<file path="src/rtl/core/b64d_pkg.sv">
// Package with the shared types, codes and the character lookup of the base64 decoder.
package b64d_pkg;

    // Message phase codes.
    localparam logic [1:0] PH_DATA = 2'd0;
    localparam logic [1:0] PH_PAD  = 2'd1;
    localparam logic [1:0] PH_DROP = 2'd2;

    // Configuration register indexes and the width of the APB address.
    localparam int unsigned ADDR_W = 2;
    localparam logic [ADDR_W-1:0] REG_PADDING_REQUIRED = 2'd0;

    // Character codes with a special meaning.
    localparam logic [7:0] CHAR_PAD = 8'h3D;

    // Decoder state carried from one character to the next.
    typedef struct packed {
        logic [5:0] held_symbol;
        logic [1:0] group_position;
        logic [1:0] phase;
        logic [1:0] pads_remaining;
    } t_state;

    // One result transaction.
    typedef struct packed {
        logic [7:0] data_byte;
        logic       byte_valid;
        logic       message_end;
        logic       bad_input;
    } t_result;

    // Maps a character to {invalid, symbol}; invalid is set outside the alphabet.
    function automatic logic [6:0] symbol_of(input logic [7:0] c);
        logic [6:0] s;
        if (c >= 8'h41 && c <= 8'h5A) begin
            s = {1'b0, 6'(c - 8'h41)};
        end else if (c >= 8'h61 && c <= 8'h7A) begin
            s = {1'b0, 6'(c - 8'h61 + 8'd26)};
        end else if (c >= 8'h30 && c <= 8'h39) begin
            s = {1'b0, 6'(c - 8'h30 + 8'd52)};
        end else if (c == 8'h2B) begin
            s = {1'b0, 6'd62};
        end else if (c == 8'h2F) begin
            s = {1'b0, 6'd63};
        end else begin
            s = {1'b1, 6'd0};
        end
        return s;
    endfunction

    // Number of '=' expected when the group holds pos symbols.
    function automatic logic [1:0] pads_for(input logic [1:0] pos);
        logic [1:0] n;
        case (pos)
            2'd2:    n = 2'd2;
            2'd3:    n = 2'd1;
            default: n = 2'd0;
        endcase
        return n;
    endfunction

endpackage

</file>
<file path="src/rtl/core/b64d_if.sv">
// Stream interfaces for the character input and the byte output of the decoder.
interface b64d_in_if;
    logic       valid;
    logic       ready;
    logic [7:0] char_code;
    logic       last_char;

    modport source (output valid, output char_code, output last_char, input ready);
    modport sink   (input valid, input char_code, input last_char, output ready);
endinterface

interface b64d_out_if;
    logic       valid;
    logic       ready;
    logic [7:0] data_byte;
    logic       byte_valid;
    logic       message_end;
    logic       bad_input;

    modport source (output valid, output data_byte, output byte_valid,
                    output message_end, output bad_input, input ready);
    modport sink   (input valid, input data_byte, input byte_valid,
                    input message_end, input bad_input, output ready);
endinterface

</file>
<file path="src/rtl/core/b64d_apb_regs.sv">
// APB configuration register block holding the padding mode.
module b64d_apb_regs
    import b64d_pkg::*;
(
    input  logic              i_clk,
    input  logic              i_rst_n,
    input  logic              psel,
    input  logic              penable,
    input  logic              pwrite,
    input  logic [ADDR_W-1:0] paddr,
    input  logic [31:0]       pwdata,
    output logic [31:0]       prdata,
    output logic              pready,
    output logic              o_padding_required
);

    logic r_padding_required;
    logic n_padding_required;

    // The register is written in the access phase of a write.
    always_comb begin
        n_padding_required = r_padding_required;
        if (psel && penable && pwrite && paddr == REG_PADDING_REQUIRED) begin
            n_padding_required = pwdata[0];
        end
    end

    always_ff @(posedge i_clk) begin
        if (!i_rst_n) begin
            r_padding_required <= 1'b1;
        end else begin
            r_padding_required <= n_padding_required;
        end
    end

    // Read data and a port that never waits.
    assign prdata = (paddr == REG_PADDING_REQUIRED) ? {31'd0, r_padding_required} : 32'd0;
    assign pready = 1'b1;
    assign o_padding_required = r_padding_required;

endmodule

</file>
<file path="src/rtl/core/b64d_decode_step.sv">
// Combinational decode of one character against the current message state.
module b64d_decode_step
    import b64d_pkg::*;
(
    input  t_state     i_state,
    input  logic [7:0] i_char_code,
    input  logic       i_last_char,
    input  logic       i_padding_required,
    output t_state     o_state,
    output logic       o_emit,
    output t_result    o_result
);

    localparam t_state CLEAR_STATE = '{held_symbol: 6'd0, group_position: 2'd0,
                                       phase: PH_DATA, pads_remaining: 2'd0};

    logic [6:0] sym_lookup;
    logic [5:0] sym;
    logic       sym_bad;
    logic [5:0] h;
    logic [1:0] pos_next;
    logic [1:0] need;
    logic [1:0] pads_dec;
    logic [7:0] byte_val;
    logic       byte_ok;
    logic       is_pad;
    logic       fail;
    logic       good_end;

    assign sym_lookup = symbol_of(i_char_code);
    assign sym_bad    = sym_lookup[6];
    assign sym        = sym_lookup[5:0];
    assign h          = i_state.held_symbol;
    assign pos_next   = i_state.group_position + 2'd1;
    assign need       = pads_for(i_state.group_position);
    assign is_pad     = (i_char_code == CHAR_PAD);

    // Byte assembled from the held symbol and the new one.
    always_comb begin
        byte_ok = 1'b1;
        case (i_state.group_position)
            2'd1:    byte_val = {h, sym[5:4]};
            2'd2:    byte_val = {h[3:0], sym[5:2]};
            2'd3:    byte_val = {h[1:0], sym};
            default: begin
                byte_val = 8'd0;
                byte_ok  = 1'b0;
            end
        endcase
    end

    // Phase handling: failures, padding count and good ends.
    always_comb begin
        fail     = 1'b0;
        good_end = 1'b0;
        pads_dec = 2'd0;
        o_state  = i_state;
        o_emit   = 1'b0;
        o_result = '0;
        case (i_state.phase)
            PH_DROP: begin
                if (i_last_char) begin
                    o_state = CLEAR_STATE;
                end
            end
            PH_PAD: begin
                pads_dec = i_state.pads_remaining - 2'd1;
                if (!is_pad || i_state.pads_remaining == 2'd0) begin
                    fail = 1'b1;
                end else begin
                    o_state.pads_remaining = pads_dec;
                    if (i_last_char) begin
                        if (pads_dec == 2'd0) begin
                            good_end = 1'b1;
                        end else begin
                            fail = 1'b1;
                        end
                    end
                end
            end
            PH_DATA: begin
                if (is_pad) begin
                    pads_dec = need - 2'd1;
                    if (!i_padding_required || need == 2'd0) begin
                        fail = 1'b1;
                    end else begin
                        o_state.pads_remaining = pads_dec;
                        o_state.phase          = PH_PAD;
                        if (i_last_char) begin
                            if (pads_dec == 2'd0) begin
                                good_end = 1'b1;
                            end else begin
                                fail = 1'b1;
                            end
                        end
                    end
                end else if (sym_bad) begin
                    fail = 1'b1;
                end else begin
                    o_state.held_symbol    = sym;
                    o_state.group_position = pos_next;
                    if (i_last_char) begin
                        if (i_padding_required && pads_for(pos_next) != 2'd0) begin
                            fail = 1'b1;
                        end else begin
                            o_emit   = 1'b1;
                            o_result = '{data_byte: byte_val, byte_valid: byte_ok,
                                         message_end: 1'b1, bad_input: 1'b0};
                            o_state  = CLEAR_STATE;
                        end
                    end else if (byte_ok) begin
                        o_emit   = 1'b1;
                        o_result = '{data_byte: byte_val, byte_valid: 1'b1,
                                     message_end: 1'b0, bad_input: 1'b0};
                    end
                end
            end
            default: begin
                o_state = CLEAR_STATE;
            end
        endcase

        // A good end closes the message without a byte.
        if (good_end) begin
            o_emit   = 1'b1;
            o_result = '{data_byte: 8'd0, byte_valid: 1'b0, message_end: 1'b1, bad_input: 1'b0};
            o_state  = CLEAR_STATE;
        end

        // An error ends the message and drops the rest unless this was its last character.
        if (fail) begin
            o_emit   = 1'b1;
            o_result = '{data_byte: 8'd0, byte_valid: 1'b0, message_end: 1'b1, bad_input: 1'b1};
            o_state  = CLEAR_STATE;
            if (!i_last_char) begin
                o_state.phase = PH_DROP;
            end
        end
    end

endmodule

</file>
<file path="src/rtl/core/base64_decoder_checked_top.sv">
// Top level of the streaming base64 decoder with strict padding checks.
//
//   Port group   Direction  Contents
//   i_char       in         char_code[7:0], last_char       (valid/ready)
//   o_byte       out        data_byte, byte_valid, message_end, bad_input (valid/ready)
//   APB          in/out     padding_required at address 0
//
// One character per cycle sustained while results are taken; a result is registered after its
// character passes the input register and is decoded into the result register.
// The decode of one character is a table lookup and a shift between those registers.
// Reset is synchronous and active low; it selects padded mode and the data phase.
// When the result register is full and not taken, the input register holds its
// character and the input deasserts ready once that register is occupied too.
module base64_decoder_checked_top
    import b64d_pkg::*;
(
    input  logic              i_clk,
    input  logic              i_rst_n,
    b64d_in_if.sink           i_char,
    b64d_out_if.source        o_byte,
    input  logic              psel,
    input  logic              penable,
    input  logic              pwrite,
    input  logic [ADDR_W-1:0] paddr,
    input  logic [31:0]       pwdata,
    output logic [31:0]       prdata,
    output logic              pready
);

    logic       padding_required;

    logic       r_s1_valid;
    logic [7:0] r_s1_char;
    logic       r_s1_last;
    t_state     r_state;
    t_state     n_state;
    logic       r_out_valid;
    t_result    r_out;
    t_result    n_result;
    logic       n_emit;
    logic       out_free;
    logic       s1_advance;
    logic       in_take;

    // Configuration registers.
    b64d_apb_regs u_regs (
        .i_clk              (i_clk),
        .i_rst_n            (i_rst_n),
        .psel               (psel),
        .penable            (penable),
        .pwrite             (pwrite),
        .paddr              (paddr),
        .pwdata             (pwdata),
        .prdata             (prdata),
        .pready             (pready),
        .o_padding_required (padding_required)
    );

    // Handshake control: the stage advances whenever the result slot is free or drains.
    assign out_free   = !r_out_valid || o_byte.ready;
    assign s1_advance = r_s1_valid && out_free;
    assign i_char.ready = !r_s1_valid || out_free;
    assign in_take    = i_char.valid && i_char.ready;

    // Input register.
    always_ff @(posedge i_clk) begin
        if (!i_rst_n) begin
            r_s1_valid <= 1'b0;
        end else if (i_char.ready) begin
            r_s1_valid <= i_char.valid;
        end
    end

    always_ff @(posedge i_clk) begin
        if (in_take) begin
            r_s1_char <= i_char.char_code;
            r_s1_last <= i_char.last_char;
        end
    end

    // Decode of the registered character.
    b64d_decode_step u_step (
        .i_state            (r_state),
        .i_char_code        (r_s1_char),
        .i_last_char        (r_s1_last),
        .i_padding_required (padding_required),
        .o_state            (n_state),
        .o_emit             (n_emit),
        .o_result           (n_result)
    );

    // Message state and result register.
    always_ff @(posedge i_clk) begin
        if (!i_rst_n) begin
            r_state     <= '{held_symbol: 6'd0, group_position: 2'd0,
                             phase: PH_DATA, pads_remaining: 2'd0};
            r_out_valid <= 1'b0;
        end else begin
            if (s1_advance) begin
                r_state <= n_state;
            end
            if (out_free) begin
                r_out_valid <= s1_advance && n_emit;
            end
        end
    end

    always_ff @(posedge i_clk) begin
        if (s1_advance && n_emit) begin
            r_out <= n_result;
        end
    end

    assign o_byte.valid       = r_out_valid;
    assign o_byte.data_byte   = r_out.data_byte;
    assign o_byte.byte_valid  = r_out.byte_valid;
    assign o_byte.message_end = r_out.message_end;
    assign o_byte.bad_input   = r_out.bad_input;

    // A character waiting on a stalled result is kept.
    a_s1_hold: assert property (@(posedge i_clk) disable iff (!i_rst_n)
        r_s1_valid && !out_free |=> r_s1_valid)
        else $error("input register lost a character during a stall");

    // Input backpressure only comes from an occupied input register while the result register is full.
    a_ready_src: assert property (@(posedge i_clk) disable iff (!i_rst_n)
        !i_char.ready |-> r_s1_valid && r_out_valid)
        else $error("input not ready without a pending character");

    // Characters dropped after an error give no result.
    a_drop_silent: assert property (@(posedge i_clk) disable iff (!i_rst_n)
        s1_advance && r_state.phase == PH_DROP |=> !r_out_valid)
        else $error("result produced while dropping a message");

    // A rejected message carries no byte and closes the message.
    a_bad_end: assert property (@(posedge i_clk) disable iff (!i_rst_n)
        r_out_valid && r_out.bad_input |-> r_out.message_end && !r_out.byte_valid)
        else $error("error result without message end");

    // Any message end returns the decoder to the start of a group.
    a_end_clear: assert property (@(posedge i_clk) disable iff (!i_rst_n)
        s1_advance && r_s1_last |=> r_state.group_position == 2'd0
                                   && r_state.phase == PH_DATA)
        else $error("state not cleared at message end");

endmodule

</file>
<file path="src/flat_wrapper.sv">
// flat-port wrapper written by rule: the top's interface ports become plain ports
module base64_decoder_checked_top_flat import b64d_pkg::*;
  (i_clk, i_rst_n, psel, penable, pwrite, paddr, pwdata, prdata, pready, i_char_valid, i_char_char_code, i_char_last_char, i_char_ready, o_byte_valid, o_byte_data_byte, o_byte_byte_valid, o_byte_message_end, o_byte_bad_input, o_byte_ready);
  b64d_in_if i_char_i ();
  b64d_out_if o_byte_i ();
  input  logic i_clk;
  input  logic i_rst_n;
  input  logic psel;
  input  logic penable;
  input  logic pwrite;
  input  logic [ADDR_W-1:0] paddr;
  input  logic [31:0] pwdata;
  output logic [31:0] prdata;
  output logic pready;
  input wire logic [$bits(i_char_i.valid)-1:0] i_char_valid;
  input wire logic [$bits(i_char_i.char_code)-1:0] i_char_char_code;
  input wire logic [$bits(i_char_i.last_char)-1:0] i_char_last_char;
  output wire logic [$bits(i_char_i.ready)-1:0] i_char_ready;
  output wire logic [$bits(o_byte_i.valid)-1:0] o_byte_valid;
  output wire logic [$bits(o_byte_i.data_byte)-1:0] o_byte_data_byte;
  output wire logic [$bits(o_byte_i.byte_valid)-1:0] o_byte_byte_valid;
  output wire logic [$bits(o_byte_i.message_end)-1:0] o_byte_message_end;
  output wire logic [$bits(o_byte_i.bad_input)-1:0] o_byte_bad_input;
  input wire logic [$bits(o_byte_i.ready)-1:0] o_byte_ready;
  assign i_char_i.valid = i_char_valid;
  assign i_char_i.char_code = i_char_char_code;
  assign i_char_i.last_char = i_char_last_char;
  assign i_char_ready = i_char_i.ready;
  assign o_byte_valid = o_byte_i.valid;
  assign o_byte_data_byte = o_byte_i.data_byte;
  assign o_byte_byte_valid = o_byte_i.byte_valid;
  assign o_byte_message_end = o_byte_i.message_end;
  assign o_byte_bad_input = o_byte_i.bad_input;
  assign o_byte_i.ready = o_byte_ready;
  base64_decoder_checked_top u_core (.i_clk(i_clk), .i_rst_n(i_rst_n), .i_char(i_char_i), .o_byte(o_byte_i), .psel(psel), .penable(penable), .pwrite(pwrite), .paddr(paddr), .pwdata(pwdata), .prdata(prdata), .pready(pready));
endmodule
</file>
<file path="config.mk">
export PLATFORM = sky130hd
export DESIGN_NAME = base64_decoder_checked_top_flat
export DESIGN_NICKNAME = d
export VERILOG_FILES = /design/src/rtl/core/b64d_pkg.sv /design/src/rtl/core/b64d_if.sv /design/src/rtl/core/b64d_apb_regs.sv /design/src/rtl/core/b64d_decode_step.sv /design/src/rtl/core/base64_decoder_checked_top.sv /design/src/flat_wrapper.sv
export SDC_FILE = /design/constraint.sdc
export NUM_CORES = 1
export LEC_CHECK = 0
export ABC_AREA = 1
export BUFFER_PORTS_ARGS = -buffer_cell sky130_fd_sc_hd__buf_4
export CAP_MARGIN = 40
export CORE_UTILIZATION = 47
export DETAILED_ROUTE_END_ITERATION = 8
export PLACE_DENSITY = 0.74
export SETUP_SLACK_MARGIN = 0.5
export SLEW_MARGIN = 20
export SYNTH_ARGS = -nofsm -noshare
export SYNTH_HDL_FRONTEND = slang
export SYNTH_SLANG_ARGS = --single-unit
</file>
<file path="constraint.sdc">
create_clock -name i_clk -period 5.76 [get_ports i_clk]
set_input_delay 0 -clock i_clk [delete_from_list [all_inputs] [get_ports i_clk]]
set_output_delay 0 -clock i_clk [all_outputs]
set_load 0.02 [all_outputs]
</file>
==> results.tsv, run 1 <==
stage	metric	value	unit
worst_setup_path	cell at the slowest stage of the critical path	sky130_fd_sc_hd__edfxtp_1	
run	Max Cap Violations	0	
floorplan	I/O pins	96	
grt	busiest layer in global routing	met2	
grt	overall global routing resource usage	19.1	%
clock_network	CTS Hold Bufs	13	
cells_and_area	number of inserted diodes	0	
drt	total vias in the final route	2382	
grt	grt met3 use	3.60	%
placement	post-DP HPWL	4000	microns
sta	final setup skew	1.74	ps
grt	M2 GR Usage	34.0	%
placement	area after detailed placement	2900	sq um
clock_network	clock root buffer	sky130_fd_sc_hd__clkbuf_8	
sta	number of setup violations in the final report	0	
worst_setup_path	Setup Crit Path Kind	reg2reg	
clock_network	clock slew at the register clock pins of the worst setup and hold paths	70	ps
drt	post-detailed-routing wire length	5390	microns
drt	number of DRC markers in iteration 0	177	
synth	Post-synth EDFFs	20	
floorplan	vertical die dimension	78.5	microns
run_status	status	completed	
clock_network	clock net sink count	35	
worst_setup_path	logic depth of the worst register-to-register path	14	
grt	antenna violations before repair	0	
synth	number of synthesis warnings	0	
cells_and_area	Fillers	530	
drt	routed len/inst	11.0	microns
worst_setup_path	Worst EP required	5740	ps
sta	achievable clock frequency	323	MHz
cells_and_area	Synth-to-Final Area Change	14.7	%
cells_and_area	final standard cell area without fillers	3150	sq um
cells_and_area	fin nets	486	
drt	antenna violation net count after detailed routing	0	
sta	Rel. slew slack	66.1	%
pwr	power density of the placed cells	231	nW/um^2
cells_and_area	most common cell after layout, fill and taps aside	sky130_fd_sc_hd__nand2_1	
worst_hold_path	count of cells along the worst hold path	4	
floorplan	standard-cell row count	27	
pwr	leakage dissipation	1.53	nW
drt	Pre-antenna DRT Iters	4	
sta	unrepaired setup endpoints after global routing	false	
synth	post-synth top area cell	sky130_fd_sc_hd__edfxtp_1	
grt	GRT met1 Usage	23.0	%
synth	Unique masters post-synth	32	
floorplan	floorplan die area	6160	sq um
sta	number of hold violations in the final report	0	
synth	Synth Area per Inst	7.29	sq um
sta	share of the cycle needed by the critical path after routing	53.7	%
synth	top area cells in the synthesized netlist	sky130_fd_sc_hd__edfxtp_1, sky130_fd_sc_hd__nand2_1, sky130_fd_sc_hd__dfxtp_1, sky130_fd_sc_hd__buf_4, sky130_fd_sc_hd__ha_1	
clock_network	CTS tree	done	
clock_network	worst skew pair latency	290	ps
worst_hold_path	path class of the lowest-slack min-delay path	in2reg	
synth	share of synthesized registers carrying an async set or reset	0	%
drt	Vias/cell	4.84	
pwr	worst ir drop on vdd	0.000123	V
cells_and_area	proportion of layout cells with a drive suffix above 1	16.2	%
worst_setup_path	cell breakdown of the critical path	inv_1 -> ha_1 -> nand2_1 -> nand2_1 -> o21ai_1 -> nand2_1 -> nand2_1 -> nand2_2 -> nand2_2 -> nor2_1 -> o21ai_0 -> nand2_1 -> o21ai_0 -> inv_1	
synth	combined area of all synthesized cells	2750	sq um
grt	wire length of the first global-routing pass	9320	microns
clock_network	clock tree buffer depth	2	
placement	Port-buffer cells	32	
sta	transition time at the pin with the least slew margin	503	ps
drt	drt drc	0	
worst_setup_path	arrival time of the worst setup path	3080	ps
clock_network	number of resized instances in the post-cts repair step	0	
worst_setup_path	Worst Setup End Kind	flip-flop	
grt	global route total overflow	0	
synth	most instantiated flip-flop cell in the synthesis netlist	sky130_fd_sc_hd__edfxtp_1	
synth	Yosys reg bits	35	
synth	share of the synthesized area in the top cell type	21.8	%
placement	GP Congestion	0.864	
clock_network	H-tree lvl count	2	
floorplan	Initial Util	49.3	%
cells_and_area	most used cells in the layout excluding fill and tap cells	sky130_fd_sc_hd__nand2_1, sky130_fd_sc_hd__inv_1, sky130_fd_sc_hd__nor2_1	
floorplan	area of the core	5570	sq um
synth	post-synthesis cell count	377	
grt	number of global-route vias before repair	2168	
floorplan	Horiz. Die Dim	78.5	microns
worst_setup_path	critical path fanouts, max	11	
clock_network	Post-CTS Setup Inserts	0	
worst_setup_path	largest incremental delay on the critical path	560	ps
synth	register area share after synthesis	32.8	%
worst_setup_path	Most common cell on crit path	sky130_fd_sc_hd__nand2_1	
sta	max-slew violation count	0	
grt	maximum number of pins on one net before global-route repair	17	
sta	Tmin final	3100	ps
worst_setup_path	startpoint types	flip-flop	
clock_network	CTS Buf Count	5	
sta	total negative slack	0	ps
worst max-delay path: cells and delay by family, from the launching register on:
family | cells | cell delay [ps]
AOI/OAI and AO/OA | 3 | 630
adders and majority gates | 1 | 230
DFF | 1 | 560
buffers and inverters | 2 | 490
and+or+nand+nor | 8 | 870
through the flow:
step / worst slack (ps) / total power, mW / hold slack, ps / util [%] / cells
6_report: 2660 / 0.730 / 3.75 / 56.6 / 492
4_1_cts: 2760 / 0.734 / 8.15 / 56.6 / 492
2_1_floorplan: 3330 / 0.460 / 83.1 / - / 407
3_5_place_dp: 2780 / 0.487 / 179 / 52.1 / 471
3_3_place_gp: 2840 / 0.484 / 179 / 52.1 / 471
5_1_grt: 2400 / 0.771 / 82.4 / 56.6 / 492
metal layers:
layer / routed length, microns / up-vias
met5: 0 / -
met4: 67 / 0
met3: 246 / 6
met2: 2610 / 73
met1: 2470 / 1080
li1: - / 1223
cells by family after synthesis:
| group | share of synthesized area, % |
|---|---|
| buf+inv | 17.3 |
| simple gates | 29.8 |
| other cells | 0.273 |
| flops | 32.8 |
| compound gates | 9.19 |
| xor+xnor | 2.87 |
| fa+ha+maj | 7.74 |
final cells by class:
type | count | area [sq um] | share of cell area, %
clock buffers | 6 | 82.6 | 2.62
clock inverters | 2 | 38.8 | 1.23
inverters | 50 | 188 | 5.95
multi-input cells | 282 | 1480 | 47.0
flip-flops and latches | 35 | 901 | 28.6
well taps | 72 | 90.1 | 2.86
repair buffers | 45 | 370 | 11.7
final timing paths:
kind                                                      start                                             to  slack (ps)
worst max-delay path              u_core.r_s1_char[3]$_DFFE_PP_       u_core.o_byte.data_byte[4]$_SDFFCE_PP0P_        2660
worst min-delay path                                   paddr[0]  u_core.u_regs.o_padding_required$_SDFFE_PN1P_           4
worst max register to register    u_core.r_s1_char[3]$_DFFE_PP_       u_core.o_byte.data_byte[4]$_SDFFCE_PP0P_        2660
worst min register to register  u_core.r_state[10]$_SDFFE_PN0P_                u_core.r_state[10]$_SDFFE_PN0P_         490
cell usage after synthesis, types with 5 or more instances:
cell type,instances
sky130_fd_sc_hd__o21ai_0,17
sky130_fd_sc_hd__inv_1,44
sky130_fd_sc_hd__nand3_1,24
sky130_fd_sc_hd__ha_1,17
sky130_fd_sc_hd__nand2_2,10
sky130_fd_sc_hd__inv_2,6
sky130_fd_sc_hd__xor2_1,8
sky130_fd_sc_hd__nand4_1,5
sky130_fd_sc_hd__a31oi_1,8
sky130_fd_sc_hd__edfxtp_1,20
sky130_fd_sc_hd__nor2_1,44
sky130_fd_sc_hd__buf_4,32
sky130_fd_sc_hd__dfxtp_1,15
sky130_fd_sc_hd__nand2_1,84
sky130_fd_sc_hd__a21oi_1,10
flip-flops by register name (all words and copies together) (netlist names):
register	flops
u_core.o_byte.message_end	1
u_core.r_s1_last	1
u_core.o_byte.byte_valid	1
u_core.o_byte.data_byte	8
u_core.r_state	12
u_core.r_s1_char	8
u_core.o_byte.valid	1
u_core.o_byte.bad_input	1
u_core.u_regs.o_padding_required	1
u_core.r_s1_valid	1
power breakdown:
part	total [mW]	internal, mW	switching, mW
clock	0.239	0.142	0.0963
sequential	0.299	0.284	0.0156
combinational	0.192	0.0636	0.128
total	0.730	0.490	0.240
(Power assumes the default switching activity.)
==> run 2: changes to the inputs <==
==> constraint.sdc (replaced) <==
create_clock -name i_clk -period 2.95 [get_ports i_clk]
set_input_delay 0 -clock i_clk [delete_from_list [all_inputs] [get_ports i_clk]]
set_output_delay 0 -clock i_clk [all_outputs]
set_load 0.02 [all_outputs]
==> results.tsv, run 2 (synthesis results as in run 1) <==
stage	metric	value	unit	change
run_status	status	completed		unchanged
placement	number of cells in the design after placement	478		was 471
worst_hold_path	path class of the lowest-slack min-delay path	in2reg		unchanged
worst_setup_path	Worst Setup SP	u_core.r_s1_char[3]$_DFFE_PP_		unchanged
worst_setup_path	cell breakdown of the critical path	inv_2 -> ha_4 -> nand2_1 -> nand2_1 -> o21ai_2 -> nor2_4 -> nor2_4 -> nand2_2 -> nand2_2 -> nor2_2 -> o21ai_1 -> nand2_1 -> o21ai_2 -> buf_6 -> inv_4 -> buf_6		was inv_1 -> ha_1 -> nand2_1 -> nand2_1 -> o21ai_1 -> nand2_1 -> nand2_1 -> nand2_2 -> nand2_2 -> nor2_1 -> o21ai_0 -> nand2_1 -> o21ai_0 -> inv_1
worst_setup_path	Setup Crit Path Kind	reg2reg		unchanged
worst_setup_path	cell at the slowest stage of the critical path	sky130_fd_sc_hd__edfxtp_1		unchanged
drt	routed len/inst	12.7	microns	was 11.0 microns
cells_and_area	number of inserted diodes	0		unchanged
clock_network	clock root buffer	sky130_fd_sc_hd__clkbuf_8		unchanged
worst_hold_path	Hold Crit Start	i_rst_n		was paddr[0]
worst_setup_path	largest incremental delay on the critical path	550	ps	was 560 ps
pwr	worst ir drop on vdd	0.000256	V	was 0.000123 V
placement	post-DP HPWL	4180	microns	was 4000 microns
cells_and_area	fin nets	518		was 486
worst_setup_path	Worst Setup End Kind	flip-flop		unchanged
drt	total vias in the final route	2709		was 2382
floorplan	I/O pins	96		unchanged
sta	number of hold violations in the final report	0		unchanged
floorplan	vertical die dimension	78.5	microns	unchanged
cells_and_area	Synth-to-Final Area Change	29.1	%	was 14.7%
cells_and_area	Fillers	454		was 530
worst_setup_path	worst path bufs/invs	4		was 2
placement	GP Congestion	0.915		was 0.864
pwr	power density of the placed cells	422	nW/um^2	was 231 nW/um^2
sta	worst setup margin	483	ps	was 2660 ps
sta	total negative slack	0	ps	unchanged
floorplan	floorplan die area	6160	sq um	unchanged
floorplan	area of the core	5570	sq um	unchanged
sta	achievable clock frequency	405	MHz	was 323 MHz
placement	Port-buffer cells	32		unchanged
sta	share of the cycle needed by the critical path after routing	83.6	%	was 53.7%
clock_network	H-tree lvl count	2		unchanged
sta	final setup skew	8.72	ps	was 1.74 ps
clock_network	CTS tree	done		unchanged
drt	post-detailed-routing wire length	6650	microns	was 5390 microns
grt	global route total overflow	0		unchanged
floorplan	standard-cell row count	27		unchanged
run	Max Cap Violations	0		unchanged
clock_network	worst skew pair latency	290	ps	about the same
sta	unrepaired setup endpoints after global routing	true		was false
floorplan	Initial Util	49.3	%	unchanged
drt	Pre-antenna DRT Iters	5		was 4
worst_setup_path	worst reg2reg path startpoint	u_core.r_s1_char[3]$_DFFE_PP_		unchanged
grt	number of global-route vias before repair	2347		was 2168
sta	number of setup violations in the final report	0		unchanged
worst_setup_path	Most common cell on crit path	sky130_fd_sc_hd__nand2_1		unchanged
drt	drt drc	0		unchanged
cells_and_area	most common cell after layout, fill and taps aside	sky130_fd_sc_hd__nand2_1		unchanged
drt	Vias/cell	5.17		was 4.84
worst_setup_path	family of cells with the greatest summed delay on the critical path	simple AND/OR/NAND/NOR gates		unchanged
placement	Placement Setup Slack	249	ps	was 2780 ps
clock_network	clock tree buffer depth	2		unchanged
grt	maximum number of pins on one net before global-route repair	17		unchanged
pwr	Tot Pwr	1.50	mW	was 0.730 mW
cells_and_area	FF/Latch Area	908	sq um	was 901 sq um
worst_setup_path	arrival time of the worst setup path	2520	ps	was 3080 ps
grt	wire length of the first global-routing pass	9930	microns	was 9320 microns
grt	overall global routing resource usage	20.5	%	was 19.1%
worst_setup_path	startpoint types	flip-flop		unchanged
cells_and_area	combined area of the multi-input logic cells	1610	sq um	was 1480 sq um
clock_network	CTS Buf Count	5		unchanged
cells_and_area	final standard cell utilization of the core	63.7	%	was 56.6%
cells_and_area	most used cells in the layout excluding fill and tap cells	sky130_fd_sc_hd__nand2_1, sky130_fd_sc_hd__buf_4, sky130_fd_sc_hd__nor2_1		was sky130_fd_sc_hd__nand2_1, sky130_fd_sc_hd__inv_1, sky130_fd_sc_hd__nor2_1
cells_and_area	final standard cell area without fillers	3550	sq um	was 3150 sq um
cells_and_area	register ranked first by flip-flop count	u_core.r_state		unchanged
sta	max-slew violation count	0		unchanged
worst_setup_path	Worst EP required	3010	ps	was 5740 ps
drt	antenna violation net count after detailed routing	0		unchanged
worst_setup_path	critical path fanouts, max	6		was 11
cells_and_area	proportion of layout cells with a drive suffix above 1	27.9	%	was 16.2%
drt	number of DRC markers in iteration 0	198		was 177
sta	final-layout worst hold slack	1.23	ps	was 3.75 ps
floorplan	Horiz. Die Dim	78.5	microns	unchanged
grt	antenna violations before repair	0		unchanged
clock_network	clock net sink count	35		unchanged
sta	Tmin final	2470	ps	was 3100 ps
placement	area after detailed placement	2960	sq um	was 2900 sq um
pwr	leakage dissipation	1.69	nW	was 1.53 nW
cells_and_area	number of flip-flops under the largest register name	12		unchanged
cells_and_area	count of non-filler cells in the finished layout	524		was 492
clock_network	clock slew at the register clock pins of the worst setup and hold paths	80	ps	was 70 ps
[run 2: cell type report]
type | instances | share of cell area (%)
Multi-Input combinational cell | 282 | 45.3
Sequential cell | 35 | 25.6
Timing Repair Buffer | 77 | 17.9
Inverter | 50 | 5.43
Tap cell | 72 | 2.54
Clock buffer | 5 | 1.94
Clock inverter | 3 | 1.23
[run 2: worst register-to-register path: cells and delay by family, from the launching register on]
kind	cells	cell delay, ps
adder cells (fa/ha/maj)	1	190
AND/OR/NAND/NOR	8	650
flip-flops	1	550
AO/OA/AOI/OAI	3	430
buffers and inverters	4	430
[run 2: path summary, 6_finish.rpt]
check | cells after the start | endpoint | slack [ps]
max | 16 | u_core.o_byte.data_byte[4]$_SDFFCE_PP0P_ | 480
min | 3 | u_core.r_state[5]$_SDFFE_PN0P_ | 1
min reg2reg | 2 | u_core.r_state[11]$_SDFFE_PN0P_ | 490
max reg2reg | 16 | u_core.o_byte.data_byte[4]$_SDFFCE_PP0P_ | 480
[run 2: per-layer routing]
layer	vias up	GRT usage [%]	share of wire, %
li1	1291	-	-
met1	1257	23.4	41
met4	0	7.59	2.4
met2	142	37.8	51
met3	19	3.60	5.8
met5	-	0	0
[run 2: repair_timing]
item,4_1_cts,5_1_grt
endpoints found under the setup margin,32,33
pin swaps,2,15
gates cloned,1,0
buffers inserted,5,20
endpoints found under the hold margin,12,0
resized for setup,13,34
hold buffers,12,0
[run 2: report_power, final]
group	switching (mW)	internal, mW
logic	0.295	0.184
clock network	0.184	0.252
registers	0.0285	0.554
